### config.mk
export PLATFORM = sky130hd
export DESIGN_NAME = bresenham_line_stepper
export DESIGN_NICKNAME = d
export VERILOG_FILES = /design/src/hdl/blp_pkg.sv /design/src/hdl/blp_front.sv /design/src/hdl/blp_queue.sv /design/src/hdl/blp_back.sv /design/src/hdl/bresenham_line_stepper.sv
export SDC_FILE = /design/constraint.sdc
export NUM_CORES = 1
export LEC_CHECK = 0
export ABC_AREA = 1
export BUFFER_PORTS_ARGS = -buffer_cell sky130_fd_sc_hd__buf_2
export CAP_MARGIN = 15
export CORE_AREA = 5 5 198 200
export CTS_BUF_LIST = sky130_fd_sc_hd__clkbuf_2
export CTS_CLUSTER_DIAMETER = 150
export CTS_CLUSTER_SIZE = 28
export DETAILED_ROUTE_END_ITERATION = 10
export DIE_AREA = 0 0 203 205
export PLACE_DENSITY = 0.65
export RECOVER_POWER = 25
export SLEW_MARGIN = 10
export SYNTH_ARGS = -nofsm -noshare
export SYNTH_HDL_FRONTEND = slang
export SYNTH_SLANG_ARGS = --single-unit
### constraint.sdc
create_clock -name i_clk -period 12.07 [get_ports i_clk]
set_input_delay 0.6035 -clock i_clk [delete_from_list [all_inputs] [get_ports i_clk]]
set_output_delay 0.6035 -clock i_clk [all_outputs]
set_load 0.005 [all_outputs]
### src/hdl/blp_pkg.sv
// Package for the line stepper: request codes, default sizes and the
// width of the command word that travels from front end to back end.
// No dependencies.
package blp_pkg;

    localparam int COORD_BITS_DEF = 12;
    localparam int QUEUE_DEPTH_DEF = 2;

    localparam logic REQ_LOAD = 1'b0;
    localparam logic REQ_TICK = 1'b1;

    // is_tick, x, y, step signs, major flag, decision, two increments, count
    function automatic int cmd_bits(input int n);
        return 1 + 2 * n + 3 + 3 * (n + 2) + (n + 1);
    endfunction

endpackage

### src/hdl/blp_front.sv
// Front end: accepts requests and turns a load into the full line setup.
// Depends on blp_pkg; feeds blp_queue.
module blp_front import blp_pkg::*; #(
    parameter int N = COORD_BITS_DEF
) (
    input  logic                   i_valid,
    output logic                   o_ready,
    input  logic                   i_req_type,
    input  logic [N-1:0]           i_x_start,
    input  logic [N-1:0]           i_y_start,
    input  logic [N-1:0]           i_x_end,
    input  logic [N-1:0]           i_y_end,
    input  logic                   i_q_ready,
    output logic                   o_q_push,
    output logic [cmd_bits(N)-1:0] o_q_data
);

    typedef struct packed {
        logic           is_tick;
        logic [N-1:0]   x;
        logic [N-1:0]   y;
        logic           sxn;
        logic           syn;
        logic           xmaj;
        logic [N+1:0]   dec;
        logic [N+1:0]   inc_s;
        logic [N+1:0]   inc_d;
        logic [N:0]     count;
    } t_cmd;

    t_cmd         cmd;
    logic         gt_x;
    logic         gt_y;
    logic [N-1:0] dx;
    logic [N-1:0] dy;
    logic [N+1:0] dx2;
    logic [N+1:0] dy2;
    logic         major;

    always_comb begin
        gt_x  = i_x_end > i_x_start;
        gt_y  = i_y_end > i_y_start;
        dx    = gt_x ? i_x_end - i_x_start : i_x_start - i_x_end;
        dy    = gt_y ? i_y_end - i_y_start : i_y_start - i_y_end;
        dx2   = {1'b0, dx, 1'b0};
        dy2   = {1'b0, dy, 1'b0};
        major = dx > dy;

        cmd.is_tick = (i_req_type == REQ_TICK);
        cmd.x       = i_x_start;
        cmd.y       = i_y_start;
        cmd.sxn     = !gt_x;
        cmd.syn     = !gt_y;
        cmd.xmaj    = major;
        if (major) begin
            cmd.dec   = dy2 - {2'b00, dx};
            cmd.inc_s = dy2;
            cmd.inc_d = dy2 - dx2;
            cmd.count = {1'b0, dx} + (N+1)'(1);
        end else begin
            cmd.dec   = dx2 - {2'b00, dy};
            cmd.inc_s = dx2;
            cmd.inc_d = dx2 - dy2;
            cmd.count = {1'b0, dy} + (N+1)'(1);
        end
    end

    assign o_ready  = i_q_ready;
    assign o_q_push = i_valid && i_q_ready;
    assign o_q_data = cmd;

endmodule

### src/hdl/blp_queue.sv
// Short command queue between front end and back end.
// Depends on blp_pkg for the default depth.
module blp_queue import blp_pkg::*; #(
    parameter int WIDTH = 8,
    parameter int DEPTH = QUEUE_DEPTH_DEF
) (
    input  logic             i_clk,
    input  logic             i_rst_n,
    input  logic             i_push,
    input  logic [WIDTH-1:0] i_data,
    output logic             o_ready,
    output logic             o_valid,
    output logic [WIDTH-1:0] o_data,
    input  logic             i_pop
);

    localparam int PTR_W = (DEPTH > 1) ? $clog2(DEPTH) : 1;
    localparam int CNT_W = $clog2(DEPTH + 1);

    logic [WIDTH-1:0] r_mem [DEPTH];
    logic [PTR_W-1:0] r_wr_ptr, n_wr_ptr;
    logic [PTR_W-1:0] r_rd_ptr, n_rd_ptr;
    logic [CNT_W-1:0] r_count, n_count;
    logic             do_push;
    logic             do_pop;

    assign o_ready = r_count != CNT_W'(DEPTH);
    assign o_valid = r_count != '0;
    assign o_data  = r_mem[r_rd_ptr];
    assign do_push = i_push && o_ready;
    assign do_pop  = i_pop && o_valid;

    always_comb begin
        n_wr_ptr = r_wr_ptr;
        n_rd_ptr = r_rd_ptr;
        n_count  = r_count;
        if (do_push) begin
            n_wr_ptr = (r_wr_ptr == PTR_W'(DEPTH - 1)) ? '0 : r_wr_ptr + PTR_W'(1);
        end
        if (do_pop) begin
            n_rd_ptr = (r_rd_ptr == PTR_W'(DEPTH - 1)) ? '0 : r_rd_ptr + PTR_W'(1);
        end
        if (do_push && !do_pop) begin
            n_count = r_count + CNT_W'(1);
        end else if (do_pop && !do_push) begin
            n_count = r_count - CNT_W'(1);
        end
    end

    always_ff @(posedge i_clk) begin
        if (!i_rst_n) begin
            r_wr_ptr <= '0;
            r_rd_ptr <= '0;
            r_count  <= '0;
        end else begin
            r_wr_ptr <= n_wr_ptr;
            r_rd_ptr <= n_rd_ptr;
            r_count  <= n_count;
        end
    end

    always_ff @(posedge i_clk) begin
        if (do_push) begin
            r_mem[r_wr_ptr] <= i_data;
        end
    end

endmodule

### src/hdl/blp_back.sv
// Back end: holds the running line, steps it one pixel per tick and
// drives the registered pixel output. Depends on blp_pkg; fed by blp_queue.
module blp_back import blp_pkg::*; #(
    parameter int N = COORD_BITS_DEF
) (
    input  logic                   i_clk,
    input  logic                   i_rst_n,
    input  logic                   i_q_valid,
    input  logic [cmd_bits(N)-1:0] i_q_data,
    output logic                   o_q_pop,
    output logic                   o_valid,
    input  logic                   i_ready,
    output logic [N-1:0]           o_pixel_x,
    output logic [N-1:0]           o_pixel_y,
    output logic                   o_last
);

    typedef struct packed {
        logic           is_tick;
        logic [N-1:0]   x;
        logic [N-1:0]   y;
        logic           sxn;
        logic           syn;
        logic           xmaj;
        logic [N+1:0]   dec;
        logic [N+1:0]   inc_s;
        logic [N+1:0]   inc_d;
        logic [N:0]     count;
    } t_cmd;

    function automatic logic [N-1:0] step_coord(input logic [N-1:0] c, input logic neg);
        return neg ? c - N'(1) : c + N'(1);
    endfunction

    t_cmd         cmd;
    logic         pop;
    logic         emit;
    logic         straight;

    logic [N-1:0] r_cur_x, n_cur_x;
    logic [N-1:0] r_cur_y, n_cur_y;
    logic [N+1:0] r_dec, n_dec;
    logic [N+1:0] r_inc_s, n_inc_s;
    logic [N+1:0] r_inc_d, n_inc_d;
    logic         r_sxn, n_sxn;
    logic         r_syn, n_syn;
    logic         r_xmaj, n_xmaj;
    logic [N:0]   r_left, n_left;
    logic         r_active, n_active;
    logic         r_out_valid, n_out_valid;
    logic [N-1:0] r_pix_x;
    logic [N-1:0] r_pix_y;
    logic         r_last;

    assign cmd  = i_q_data;
    assign pop  = i_q_valid && (!r_out_valid || i_ready);
    assign emit = pop && cmd.is_tick && r_active;

    // x-major goes straight on a negative decision, y-major on a non-positive one
    assign straight = r_xmaj ? r_dec[N+1] : (r_dec[N+1] || r_dec == '0);

    always_comb begin
        n_cur_x  = r_cur_x;
        n_cur_y  = r_cur_y;
        n_dec    = r_dec;
        n_inc_s  = r_inc_s;
        n_inc_d  = r_inc_d;
        n_sxn    = r_sxn;
        n_syn    = r_syn;
        n_xmaj   = r_xmaj;
        n_left   = r_left;
        n_active = r_active;
        if (pop && !cmd.is_tick) begin
            n_cur_x  = cmd.x;
            n_cur_y  = cmd.y;
            n_dec    = cmd.dec;
            n_inc_s  = cmd.inc_s;
            n_inc_d  = cmd.inc_d;
            n_sxn    = cmd.sxn;
            n_syn    = cmd.syn;
            n_xmaj   = cmd.xmaj;
            n_left   = cmd.count;
            n_active = 1'b1;
        end else if (emit) begin
            n_left   = r_left - (N+1)'(1);
            n_active = r_left != (N+1)'(1);
            if (straight) begin
                n_dec = r_dec + r_inc_s;
            end else begin
                n_dec = r_dec + r_inc_d;
            end
            if (r_xmaj || !straight) begin
                n_cur_x = step_coord(r_cur_x, r_sxn);
            end
            if (!r_xmaj || !straight) begin
                n_cur_y = step_coord(r_cur_y, r_syn);
            end
        end
    end

    always_comb begin
        n_out_valid = r_out_valid;
        if (emit) begin
            n_out_valid = 1'b1;
        end else if (i_ready) begin
            n_out_valid = 1'b0;
        end
    end

    always_ff @(posedge i_clk) begin
        if (!i_rst_n) begin
            r_active    <= 1'b0;
            r_out_valid <= 1'b0;
        end else begin
            r_active    <= n_active;
            r_out_valid <= n_out_valid;
        end
    end

    always_ff @(posedge i_clk) begin
        r_cur_x <= n_cur_x;
        r_cur_y <= n_cur_y;
        r_dec   <= n_dec;
        r_inc_s <= n_inc_s;
        r_inc_d <= n_inc_d;
        r_sxn   <= n_sxn;
        r_syn   <= n_syn;
        r_xmaj  <= n_xmaj;
        r_left  <= n_left;
        if (emit) begin
            r_pix_x <= r_cur_x;
            r_pix_y <= r_cur_y;
            r_last  <= r_left == (N+1)'(1);
        end
    end

    assign o_q_pop   = pop;
    assign o_valid   = r_out_valid;
    assign o_pixel_x = r_pix_x;
    assign o_pixel_y = r_pix_y;
    assign o_last    = r_last;

endmodule

### src/hdl/bresenham_line_stepper.sv
// Bresenham line stepper. A load request (tuser = 0) sets up a line between
// two endpoints; each tick request (tuser = 1) yields the next pixel, first
// endpoint to second, with tlast on the final one. A load during a line
// restarts it; a tick with no line running gives no result. One request is
// taken per clock while the queue has room; a tick is queued, then popped
// by the back end, which registers its pixel. The line setup is combinational
// subtract and compare logic in the front end, each step is one decision add
// in the back end, and a command queue of two entries by default lies between.
// Depends on blp_pkg, blp_front, blp_queue and blp_back.
module bresenham_line_stepper import blp_pkg::*; #(
    parameter int COORD_BITS  = COORD_BITS_DEF,
    parameter int QUEUE_DEPTH = QUEUE_DEPTH_DEF
) (
    input  logic                                  i_clk,
    input  logic                                  i_rst_n,
    input  logic                                  i_s_tvalid,
    output logic                                  o_s_tready,
    // x_start, y_start, x_end, y_end, zero fill
    input  logic [((4*COORD_BITS+7)/8)*8-1:0]     i_s_tdata,
    // req_type
    input  logic                                  i_s_tuser,
    output logic                                  o_m_tvalid,
    input  logic                                  i_m_tready,
    // pixel_x, pixel_y, zero fill
    output logic [((2*COORD_BITS+7)/8)*8-1:0]     o_m_tdata,
    // last_pixel
    output logic                                  o_m_tlast
);

    localparam int N     = COORD_BITS;
    localparam int CMD_W = cmd_bits(COORD_BITS);
    localparam int OUT_W = ((2*COORD_BITS+7)/8)*8;

    logic             q_push;
    logic             q_ready;
    logic             q_valid;
    logic             q_pop;
    logic [CMD_W-1:0] q_wdata;
    logic [CMD_W-1:0] q_rdata;
    logic [N-1:0]     pix_x;
    logic [N-1:0]     pix_y;

    blp_front #(.N(N)) u_front (
        .i_valid    (i_s_tvalid),
        .o_ready    (o_s_tready),
        .i_req_type (i_s_tuser),
        .i_x_start  (i_s_tdata[N-1:0]),
        .i_y_start  (i_s_tdata[2*N-1:N]),
        .i_x_end    (i_s_tdata[3*N-1:2*N]),
        .i_y_end    (i_s_tdata[4*N-1:3*N]),
        .i_q_ready  (q_ready),
        .o_q_push   (q_push),
        .o_q_data   (q_wdata)
    );

    blp_queue #(.WIDTH(CMD_W), .DEPTH(QUEUE_DEPTH)) u_queue (
        .i_clk   (i_clk),
        .i_rst_n (i_rst_n),
        .i_push  (q_push),
        .i_data  (q_wdata),
        .o_ready (q_ready),
        .o_valid (q_valid),
        .o_data  (q_rdata),
        .i_pop   (q_pop)
    );

    blp_back #(.N(N)) u_back (
        .i_clk     (i_clk),
        .i_rst_n   (i_rst_n),
        .i_q_valid (q_valid),
        .i_q_data  (q_rdata),
        .o_q_pop   (q_pop),
        .o_valid   (o_m_tvalid),
        .i_ready   (i_m_tready),
        .o_pixel_x (pix_x),
        .o_pixel_y (pix_y),
        .o_last    (o_m_tlast)
    );

    assign o_m_tdata = OUT_W'({pix_y, pix_x});

    // reset leaves no command queued and no pixel pending
    a_reset_clear: assert property (@(posedge i_clk)
        !i_rst_n |=> !o_m_tvalid && !q_valid)
        else $error("state not cleared by reset");

    // once the last pixel is taken with nothing queued, no pixel may follow
    a_no_extra_pixel: assert property (@(posedge i_clk) disable iff (!i_rst_n)
        o_m_tvalid && o_m_tlast && i_m_tready && !q_valid |=> !o_m_tvalid)
        else $error("pixel emitted without a queued tick");

    // back pressure on the input only comes from a non-empty queue
    a_full_not_empty: assert property (@(posedge i_clk) disable iff (!i_rst_n)
        !o_s_tready |-> q_valid)
        else $error("input stalled with empty queue");

endmodule
==> results of run 1 <==
-- per-stage QoR --
step / total power [uW] / std cells
floorplan: 3640 / 2007
CTS: 4680 / 2566
detailed placement: 4370 / 2521
global route: 5060 / 2567
finish: 4680 / 2567
global placement: 4340 / 2521
-- critical path, cell delays in order --
cell,delay (ns)
dlygate4sd3_1,0.52
clkbuf_1,0.38
ha_1,0.23
inv_1,0.09
fa_1,0.45
nand3_1,0.10
nand3_1,0.13
nand3_1,0.15
nand3_4,0.11
nand2_1,0.36
inv_2,0.11
nand2_1,0.13
nand2_1,0.16
ha_1,0.45
nand2_1,0.13
inv_2,0.09
nand2_2,0.08
nor2_4,0.12
nand2_1,0.06
nand3_2,0.09
nand2_4,0.36
inv_4,0.55
nand3_2,0.13
nand2_2,0.11
ha_1,0.27
inv_1,0.11
nor2_4,0.14
xor2_1,0.26
-- synth_stat cells (all sizes together), types with 5 or more instances --
cell / n
nor3: 7
mux2: 12
clkbuf: 26
o21bai: 11
nand3b: 5
a21o: 25
xnor2: 24
buf: 21
o31ai: 6
ha: 128
fa: 11
a31oi: 24
and2: 5
a21oi: 113
dfxtp: 7
nand3: 112
o21ai: 84
xor2: 56
o211ai: 6
nor2: 127
inv: 239
nand4: 25
or2: 12
nand2: 637
nor4: 6
edfxtp: 264
-- state kept, by name, summed over array words and instances, names as in the netlist, 2 cells and up, named ones only --
signal / flops
u_back.o_pixel_x: 12
u_queue.r_mem: 160
u_back.r_inc_d: 13
u_back.o_pixel_y: 12
u_back.r_inc_s: 12
u_back.r_dec: 14
u_back.r_cur_x: 12
u_back.r_left: 13
u_back.r_cur_y: 12
u_queue.r_count: 2
-- layout make-up --
class | count | area (sq um) | area share, %
Tap cell | 474 | 593 | 3.16
Sequential cell | 271 | 8070 | 43.0
Timing Repair Buffer | 114 | 694 | 3.70
Multi-Input combinational cell | 1450 | 8410 | 44.8
Clock buffer | 17 | 85.1 | 0.453
Clock inverter | 1 | 11.3 | 0.0600
Inverter | 239 | 900 | 4.79
Antenna cell | 1 | 2.50 | 0.0133
-- logic make-up after synthesis --
logic type	synth area share (%)
AOI/OAI and AO/OA	9.16
xor gates and xnor gates	4.06
adders and majority gates	10.3
buffers and inverters	6.46
DFF	45.8
muxes	0.766
and+or+nand+nor	23.5
-- worst paths after layout --
kind / from / endpoint / depth (start not counted)
min: i_s_tvalid / u_queue.r_wr_ptr / 5
max: i_s_tdata[12] / u_queue.r_mem[0][4] / 28
min reg2reg: u_queue.r_rd_ptr / flip-flop / 1
max reg2reg: u_queue.r_count[0] / u_queue.r_mem[1][33] / 5
-- metal layers --
layer	global-route usage [%]	share of wire, %	routed length [microns]
met1	33.0	48	22400
met2	35.9	45	20900
met3	1.95	5.0	2330
met4	4.03	1.8	831
met5	0	0.060	28
-- power groups by stage --
stage          logic (uW)  clock network [uW]  registers (uW)
2_1_floorplan        1940                   0            1710
3_3_place_gp         2580                   0            1760
3_5_place_dp         2610                   0            1760
4_1_cts              2630                 315            1740
5_1_grt              2950                 346            1770
6_report             2640                 302            1740
-- placed cells by master (no fill, tap or decap), types with 9 or more instances in the layout --
cell type / instances
a21o_1: 25
ha_1: 128
xor2_1: 56
clkbuf_2: 17
nand4_1: 23
nor2_1: 113
fa_1: 11
mux2_2: 12
nand2_1: 609
xnor2_1: 22
edfxtp_1: 264
dlygate4sd3_1: 27
o21ai_0: 82
a31oi_1: 23
inv_2: 9
nand2_2: 20
o21bai_1: 11
nand3_1: 100
buf_2: 54
clkbuf_1: 25
inv_1: 229
a21oi_1: 113
or2_2: 11
-- timing repair --
item	CTS	global route
hold endpoints to repair	57	0
resized for setup	0	0
hold buffers	27	0
==> implementation parameters, run 1 <==
Parameter                              Value

Outcome
  Outcome    finished with violations
  Violations in the final reports    capacitance limit, slew limit

Synthesis
  Share of flip-flops with an asynchronous set or reset    0%
  Largest area contributor in the synthesized netlist    edfxtp_1
  Warnings from Yosys    0
  Number of enable flip-flop cells after synthesis    264
  Synth unique cells    53
  Flip-flop and latch count after synthesis    271
  Number of instances in the synthesized netlist    2,007
  Post-synth top flop    edfxtp_1
  Number of nets produced by synthesis    2,199
  Part of the Yosys area used for sequential elements    45.8%
  Post-Syn Area per Cell    8.78 sq um
  Area share of the largest cell type after synthesis    45.0%
  Leading post-synthesis cells by cell area    edfxtp_1 45%, nand2_1 13%, ha_1 9.1%, inv_1 4.9%, a21oi_1 3.2%
  Summed instance area of the synthesized netlist    17,600 sq um

Floorplan
  Number of rows in the core area    71
  Die height    205 microns
  Boundary pin count    80
  Initial core utilization    47.4%
  Die Area    41,600 sq um
  Core area    37,200 sq um
  Horiz. Die Dim    203 microns

Setup path
  Nature of the critical path endpoint    flip-flop
  Minimum setup slack among reg-to-reg paths    7.91 ns
  Signal arrival time at the worst endpoint    6.55 ns
  Worst path required time    12.79 ns
  Classification of the worst setup path    primary input to flip-flop
  Maximum fanout encountered on the critical timing path    60
  Startpoint kind of the worst setup timing path    primary input

Timing
  Maximum frequency from static timing analysis    0.171 GHz
  Post-route setup TNS    0 ns
  Final Max Tran Viols    68
  Clock Skews    0.0860 ns
  Final hold violations    0
  Finish-stage setup viols    0
  Actual slew at the worst max-slew pin    3.07 ns
  Min Clock Period, post-route    5.83 ns
  Worst setup slack after layout    6.24 ns
  Hold WS    0.126 ns
  Share of the clock period used by the worst path    48.3%
  Relative slew slack    -106%
  Setup repair after global routing missed its margin    no

Power
  Combinational share of power    56.4%
  Power per unit of standard cell area    249 nW/um^2
  Psw    2160 uW
  Proportion of power drawn by flip-flops and latches    37.1%
  Power share of the clock group    6.5%
  Leakage component of the power    0.00844 uW
  Total internal power    2520 uW
  Peak supply drop    0.000107 V
  Net switching fraction of the power    46.2%

Global route
  Via count of the first global-routing pass    13,120
  Maximum number of pins on one net before global-route repair    83
  Initial antenna violation count    5
  Aggregate global routing overflow    0
  Global-route wire length before repair    72.9 mm
  Global-route usage over all layers    22.2%

Routing
  Per-cell via count in the routed design    5.33
  Wire length per cell    18.1 microns
  Initial DRC count    1,087
  Count of nets left with antenna violations after detail routing    0
  Final routed wirelength across all metal layers    46.5 mm
  Total vias in the final route    13,676
  First-pass detailed-route iteration total    7
  Detailed-route DRC error count    0

Placed design
  Count of input and output buffers    79
  Area after DPL    18,500 sq um
  Final estimated routing congestion in global placement    0.989
  Hpwl dp    36.0 mm
  Setup slack at placement    6.32 ns

Cells and area
  Number of fill cells    3,507
  Final standard cell utilization of the core    50.4%
  Post-route cell area    18,800 sq um
  Fraction of final layout cells with drive strength greater than 1    8.32%
  Fin nets    2,281
  Area growth syn-to-layout    6.45%

Hold path
  Class of the most critical hold timing path    primary input to flip-flop

Clock tree
  CTS Buf Count    13
  Buffers inserted during post-CTS setup optimization    0
  Deepest level of the CTS H-tree    1
  Count of clock tree sinks    271
  Clock insertion delay at the later pin of the skew report    0.88 ns
  Clock tree from TritonCTS    yes
  Clock transition at the registers of the reported paths    0.51 ns
  CTS root buf    clkbuf_2
  CTS Buffer Depth    3

Flow run
  Max_cap viols    2
Note: power is estimated with default switching activity, not from simulation.
==> inputs of run 2 (changes only) <==
Settings changed: ABC_AREA 1 to 0, CORE_AREA 5 5 198 200 to 5 5 190 192, DIE_AREA 0 0 203 205 to 0 0 195 197.
Clock period 12.07 ns to 5.77 ns, I/O delays scaled along.
==> implementation parameters, run 2 <==
Parameter                              Value

Cells and area
  Most frequent standard cell in the layout excluding fill and tap cells    edfxtp_1
  Fin nets    1,713
  Fraction of final layout cells with drive strength greater than 1    13.8%
  Top flop regs    u_queue.r_mem (160), u_back.r_dec (14)
  Number of fill cells    3,085
  Flip-flop count of the largest register after layout    160
  Most frequent cells in the layout    264 x edfxtp_1, 128 x ha_1, 127 x inv_1
  Count of placed standard cells in the final layout, fillers left out    1,985
  Reg with most FFs    u_queue.r_mem
  Post-route cell area    17,600 sq um
  Area growth syn-to-layout    9.53%

Clock tree
  CTS Buffer Depth    3
  Count of clock tree sinks    271
  CTS root buf    clkbuf_2
  Clock transition at the registers of the reported paths    0.53 ns
  Buffers inserted during post-CTS setup optimization    0
  CTS Buf Count    13
  Clock tree from TritonCTS    yes
  Deepest level of the CTS H-tree    1
  Clock insertion delay at the later pin of the skew report    0.88 ns

Setup path
  Worst-case reg-to-reg path depth    16
  Classification of the worst setup path    primary input to flip-flop
  First element of the critical path    i_s_tdata[17]
  Minimum setup slack among reg-to-reg paths    1.15 ns
  Worst flop-to-flop path startpoint    u_back.r_dec[0]
  Signal arrival time at the worst endpoint    6.13 ns
  Worst path required time    6.46 ns
  Worst setup path endpoint    u_queue.r_mem[1][11]
  Endpoint of the worst-slack reg-to-reg timing path    u_back.r_dec[13]
  Startpoint kind of the worst setup timing path    primary input
  Maximum fanout encountered on the critical timing path    42
  Nature of the critical path endpoint    flip-flop

Synthesis
  Number of nets produced by synthesis    1,588
  Warnings from Yosys    0
  List of most frequent post-synthesis cells    264 x edfxtp_1, 128 x ha_1, 127 x inv_1
  Number of enable flip-flop cells after synthesis    264
  Post-Syn Area per Cell    11.5 sq um
  Flip-flop and latch count after synthesis    271
  Summed instance area of the synthesized netlist    16,100 sq um
  Post-synth top flop    edfxtp_1
  Synth unique cells    79
  Count leader, synth    edfxtp_1
  Number of instances in the synthesized netlist    1,396
  Part of the Yosys area used for sequential elements    50.1%
  Leading post-synthesis cells by cell area    edfxtp_1 49%, ha_1 10%, mux2i_1 4.4%, mux2_2 3.9%, a21oi_1 3.6%
  Largest area contributor in the synthesized netlist    edfxtp_1
  Share of flip-flops with an asynchronous set or reset    0%
  Area share of the largest cell type after synthesis    49.3%

Routing
  Count of nets left with antenna violations after detail routing    0
  Per-cell via count in the routed design    5.42
  Total vias in the final route    10,750
  First-pass detailed-route iteration total    5
  Detailed-route DRC error count    0
  Final routed wirelength across all metal layers    36.2 mm
  Wire length per cell    18.2 microns
  Initial DRC count    722

Timing
  Clock Skews    0.0690 ns
  Finish-stage setup viols    0
  Final Max Tran Viols    127
  Share of the clock period used by the worst path    94.4%
  Final hold violations    0
  Setup repair after global routing missed its margin    no
  Relative slew slack    -69.2%
  Actual slew at the worst max-slew pin    2.54 ns
  Maximum frequency from static timing analysis    0.184 GHz
  Min Clock Period, post-route    5.45 ns
  Hold WS    0.138 ns

Floorplan
  Initial core utilization    47.0%
  Boundary pin count    80
  Die height    197 microns
  Core area    34,200 sq um
  Horiz. Die Dim    195 microns
  Die Area    38,400 sq um
  Number of rows in the core area    68

Global route
  Via count of the first global-routing pass    10,520
  Aggregate global routing overflow    0
  Initial antenna violation count    4
  Maximum number of pins on one net before global-route repair    52
  Global-route usage over all layers    18.6%
  Global-route wire length before repair    57.8 mm

Power
  Net switching fraction of the power    41.0%
  Combinational share of power    54.0%
  Power share of the clock group    6.9%
  Power per unit of standard cell area    517 nW/um^2
  Overall power of the completed layout    9110 uW
  Psw    3730 uW
  Peak supply drop    0.000243 V
  Proportion of power drawn by flip-flops and latches    39.1%
  Total internal power    5380 uW
  Leakage component of the power    0.00698 uW

Placed design
  Final estimated routing congestion in global placement    0.897
  Area after DPL    17,200 sq um
  Number of instances in the placed design    1,931
  Hpwl dp    27.0 mm
  Count of input and output buffers    79

Outcome
  Violations in the final reports    capacitance limit, slew limit
  Outcome    finished with violations

Hold path
  Class of the most critical hold timing path    primary input to flip-flop

Flow run
  Max_cap viols    3
## run 2: changes by cell type in the layout (fill, tap and decap cells not counted), sizes merged, moves of 39 or more
cell and delta:
nand2 -575, nor2 -40, buf +39, nand3 -94, mux2 +44, inv -108, mux2i +70
## run 2: timing repair
item | CTS | global route
hold endpoints to repair | 57 | 2
hold buffers | 29 | 1
gates resized for setup | 0 | 3
endpoints found under the setup margin | 0 | 2
## run 2: cells by family after synthesis
| group | Yosys count | share of synthesized area [%] |
|---|---|---|
| AO/OA/AOI/OAI | 313 | 12.2 |
| AND/OR/NAND/NOR | 280 | 8.66 |
| flip-flops | 271 | 50.1 |
| buffers and inverters | 176 | 4.37 |
| adder cells (fa/ha/maj) | 139 | 11.3 |
| multiplexers | 126 | 8.27 |
| XOR/XNOR | 91 | 5.05 |
## run 2: worst min-delay path by stage
| stage | startpoint | to | slack, ns | cells past startpoint |
|---|---|---|---|---|
| 3_5_place_dp | u_back.r_cur_x[10] | u_back.o_pixel_x[10] | 0.45 | 0 |
| 2_1_floorplan | i_s_tdata[12] | u_queue.r_mem[0][58] | 0.39 | 0 |
| 3_3_place_gp | u_back.r_cur_x[9] | u_back.o_pixel_x[9] | 0.44 | 0 |
| 4_1_cts | i_s_tdata[14] | u_queue.r_mem[1][60] | 0.03 | 2 |
| 6_report | i_s_tdata[0] | u_queue.r_mem[0][70] | 0.14 | 2 |
| 5_1_grt | i_s_tuser | u_queue.r_mem[0][82] | 0.05 | 2 |
## run 2: area by class of cell
type | instances | area, sq um | area share (%)
Antenna cell | 3 | 7.51 | 0.0426
Clock buffer | 19 | 95.1 | 0.540
Inverter | 131 | 492 | 2.79
Sequential cell | 271 | 8070 | 45.8
Multi-Input combinational cell | 949 | 7350 | 41.7
Timing Repair Buffer | 155 | 1030 | 5.84
Tap cell | 455 | 569 | 3.23
Clock inverter | 2 | 12.5 | 0.0710
## run 2: power groups by stage
| stage | clock [uW] | sequential (uW) | combinational [uW] |
|---|---|---|---|
| CTS | 668 | 3560 | 4900 |
| global route | 744 | 3630 | 5470 |
| global placement | 0 | 3590 | 4750 |
| detailed placement | 0 | 3610 | 4850 |
| finish | 633 | 3560 | 4920 |
| floorplan | 0 | 3480 | 3620 |
## run 2: per-stage QoR
stage / util (%) / setup WS (ns) / TNS, ns
6_report: 51.5 / 0.324 / 0
5_1_grt: 51.5 / 0.0201 / 0
4_1_cts: 51.6 / 0.380 / 0
3_5_place_dp: 50.4 / -0.00520 / -0.0104
3_3_place_gp: 50.4 / 0.249 / 0
2_1_floorplan: - / 0.00760 / 0
## run 2: critical path, cell delays in order
cell and delay [ns]:
dlygate4sd3_1 0.52, clkbuf_1 0.31, inv_1 0.09, ha_1 0.44, nand4_2 0.14, or3_4 0.41, a32oi_4 0.25, mux2_2 0.37
a31oi_2 0.21, o21ai_2 0.08, a221oi_2 0.29, xor2_2 0.12, ha_1 0.39, nand4_1 0.20, a21oi_1 0.18, o41ai_1 0.10
nand2_1 0.08, nand2b_1 0.09, inv_2 0.17, buf_12 0.24, mux2_2 0.38, nand2b_1 0.18, nor4b_2 0.35, xor2_1 0.23
## run 2: layer usage
metal | share of wire [%] | vias up | global-route usage [%]
met1 | 49 | 5190 | 27.4
met2 | 46 | 207 | 30.3
met4 | 1.7 | 2 | 3.90
li1 | - | 5322 | -
met5 | 0.055 | - | 0
met3 | 3.4 | 29 | 1.68
==> inputs of run 3 (changes only) <==
Settings changed: CORE_AREA 5 5 190 192 to 5 5 197 199, DIE_AREA 0 0 195 197 to 0 0 202 204, REMOVE_ABC_BUFFERS from default to 1, SYNTH_HIERARCHICAL from default to 1.
==> implementation parameters, run 3 <==
Parameter                              Value

Hold path
  Hold Path Sink    u_queue/r_mem[1][75]
  Hold depth    2
  Class of the most critical hold timing path    primary input to flip-flop
  Hold path startpoint    i_s_tdata[5]

Routing
  WL met2    20.0 mm
  Per-cell via count in the routed design    5.53
  Met3 wirelength from detailed routing    1.58 mm
  First-pass detailed-route iteration total    5
  Wire length per cell    19.1 microns
  Highest layer used for signal routing    met5
  Initial DRC count    912
  Count of nets left with antenna violations after detail routing    0
  Detailed-route DRC error count    0
  Total vias in the final route    11,893
  Final routed wirelength across all metal layers    41.0 mm
  M1 wire length    18.6 mm

Floorplan
  Die height    204 microns
  Core area    37,000 sq um
  Initial core utilization    46.8%
  Number of rows in the core area    71
  Boundary pin count    80
  Die Area    41,200 sq um
  Horiz. Die Dim    202 microns

Clock tree
  Buffers inserted during post-CTS setup optimization    0
  Clock tree from TritonCTS    yes
  Count of clock tree sinks    280
  Clock transition at the registers of the reported paths    0.54 ns
  CTS Buf Count    13
  Clock insertion delay at the later pin of the skew report    0.93 ns
  CTS root buf    clkbuf_2
  CTS Buffer Depth    3
  Deepest level of the CTS H-tree    1

Placed design
  Count of input and output buffers    79
  Final estimated routing congestion in global placement    0.918
  Hpwl dp    30.8 mm

Cells and area
  Most frequent cells in the layout    273 x edfxtp_1, 131 x ha_1, 121 x a21oi_1
  Flip-flop count of the largest register after layout    166
  Area growth syn-to-layout    9.73%
  Reg with most FFs    u_queue/r_mem
  Fraction of final layout cells with drive strength greater than 1    17.7%
  Most frequent standard cell in the layout excluding fill and tap cells    edfxtp_1
  Fin nets    1,870

Synthesis
  Area share of the largest cell type after synthesis    47.3%
  Largest area contributor in the synthesized netlist    edfxtp_1
  Synth Area in XOR/XNOR    4.84%
  Synth unique cells    87
  Multiplexer area fraction after synthesis    7.74%
  Share of flip-flops with an asynchronous set or reset    0%
  Warnings from Yosys    6
  Main combinational cell family by area after synthesis    compound AO/OA/AOI/OAI gates
  Fraction of the mapped netlist area in compound gates    14.2%
  Post-Syn Area per Cell    11.4 sq um
  Post-synthesis adder-cell area fraction    10.7%
  Summed instance area of the synthesized netlist    17,300 sq um
  Part of the Yosys area used for sequential elements    48.1%
  Number of enable flip-flop cells after synthesis    273
  Flip-flop and latch count after synthesis    280
  Count leader, synth    edfxtp_1
  List of most frequent post-synthesis cells    273 x edfxtp_1, 131 x ha_1, 121 x a21oi_1
  Number of instances in the synthesized netlist    1,517
  Post-synth top flop    edfxtp_1
  Simple-gate area share of the yosys netlist    9.06%
  Leading post-synthesis cells by cell area    edfxtp_1 47%, ha_1 9.4%, mux2_2 6.0%, a21oi_1 3.5%, xnor2_1 2.7%

Global route
  Via count of the first global-routing pass    12,060
  Initial antenna violation count    3
  Maximum number of pins on one net before global-route repair    59
  Aggregate global routing overflow    0
  Global-route usage over all layers    19.8%
  Global-route wire length before repair    65.8 mm

Setup path
  Number of buffers and inverters on the critical path    5
  Worst path required time    6.48 ns
  Signal arrival time at the worst endpoint    6.23 ns
  Maximum fanout encountered on the critical timing path    7
  Classification of the worst setup path    primary input to flip-flop
  Nature of the critical path endpoint    flip-flop
  Minimum setup slack among reg-to-reg paths    1.90 ns
  Kind of cell with the highest combined delay on the critical path    compound AO/OA/AOI/OAI gates
  Stage delay of the slowest cell on the critical path    0.55 ns
  Startpoint kind of the worst setup timing path    primary input
  Master of the slowest instance on the critical path    dlygate4sd3_1
  Worst-case reg-to-reg path depth    7
  Endpoint of the worst-slack reg-to-reg timing path    u_back/r_active

Timing
  Final hold violations    0
  Share of the clock period used by the worst path    95.6%
  Setup repair after global routing missed its margin    no
  Maximum frequency from static timing analysis    0.181 GHz
  Min Clock Period, post-route    5.51 ns
  Relative slew slack    5.96%
  Finish-stage setup viols    0
  Hold WS    0.131 ns
  Final Max Tran Viols    0
  Clock Skews    0.0719 ns
  Actual slew at the worst max-slew pin    1.41 ns

Power
  Overall power of the completed layout    10,100 uW
  Power per unit of standard cell area    533 nW/um^2
  Peak supply drop    0.000301 V
  Leakage component of the power    0.00750 uW

Outcome
  Outcome    finished, final reports clean

Flow run
  Max_cap viols    0
-- run 3: changes by cell type after synthesis, moves of 11 or more --
cell      delta
nor3_1      +11
o21a_1      +15
inv_1       -13
nor2_1      +12
o21ai_0     -18
buf_2       +11
a21o_1      +22
a211oi_1    -11
buf_4       +35
mux2i_1     -58
nand2_1     +14
mux2_2      +36
-- run 3: area by class of cell --
type | instances | area (sq um)
Multi-Input combinational cell | 1045 | 8100
Antenna cell | 1 | 2.50
Clock buffer | 16 | 80.1
Sequential cell | 280 | 8340
Clock inverter | 1 | 3.75
Tap cell | 474 | 593
Fill cell | 3280 | 18000
Timing Repair Buffer | 217 | 1480
Inverter | 118 | 444
-- run 3: timing repair --
item,4_1_cts,5_1_grt
setup endpoints to repair,0,4
hold buffers,33,1
hold endpoints to repair,68,2
gates resized for setup,0,1
-- run 3: metrics by stage --
stage,util (%),instances,instance area (sq um),worst slack (ns),setup TNS (ns)
2_1_floorplan,-,1443,16900,-0.471,-3.59
3_3_place_gp,50.4,2100,18700,0.0407,0
3_5_place_dp,50.4,2100,18700,-0.0894,-0.271
4_1_cts,51.5,2150,19100,0.474,0
5_1_grt,51.4,2152,19000,0.0367,0
6_report,51.4,2152,19000,0.256,0
-- run 3: power breakdown --
group | leakage [uW] | switching, uW | internal, uW
Sequential | 0.00258 | 298 | 3450
Combinational | 0.00484 | 3310 | 2440
Clock | 0.0000707 | 567 | 72.2
-- run 3: worst max path at each step --
stage / slack [ns] / cells after the start / to / start
floorplan: -0.47 / 27 / u_queue/r_mem[0][10] / i_s_tdata[36]
global placement: 0.04 / 28 / u_queue/r_mem[0][10] / i_s_tdata[36]
detailed placement: -0.09 / 28 / u_queue/r_mem[1][10] / i_s_tdata[36]
CTS: 0.47 / 28 / u_queue/r_mem[1][10] / i_s_tdata[24]
global route: 0.04 / 30 / u_queue/r_mem[0][8] / i_s_tdata[24]
finish: 0.26 / 28 / u_queue/r_mem[1][10] / i_s_tdata[24]
-- run 3: kinds of logic (layout without fill, tap and decap cells) --
kind of cell / count (synthesis) / count (layout)
multiplexers: 116 / 116
XOR/XNOR: 92 / 92
AO/OA/AOI/OAI: 368 / 368
AND/OR/NAND/NOR: 324 / 324
other: 1 / 4
flip-flops: 280 / 280
adder cells (fa/ha/maj): 142 / 142
buffers and inverters: 194 / 352
-- run 3: routing by layer --
layer	up-vias	GRT usage [%]
met4	6	4.05
met2	241	34.3
li1	5826	-
met3	45	1.82
met5	-	0
met1	5775	27.2
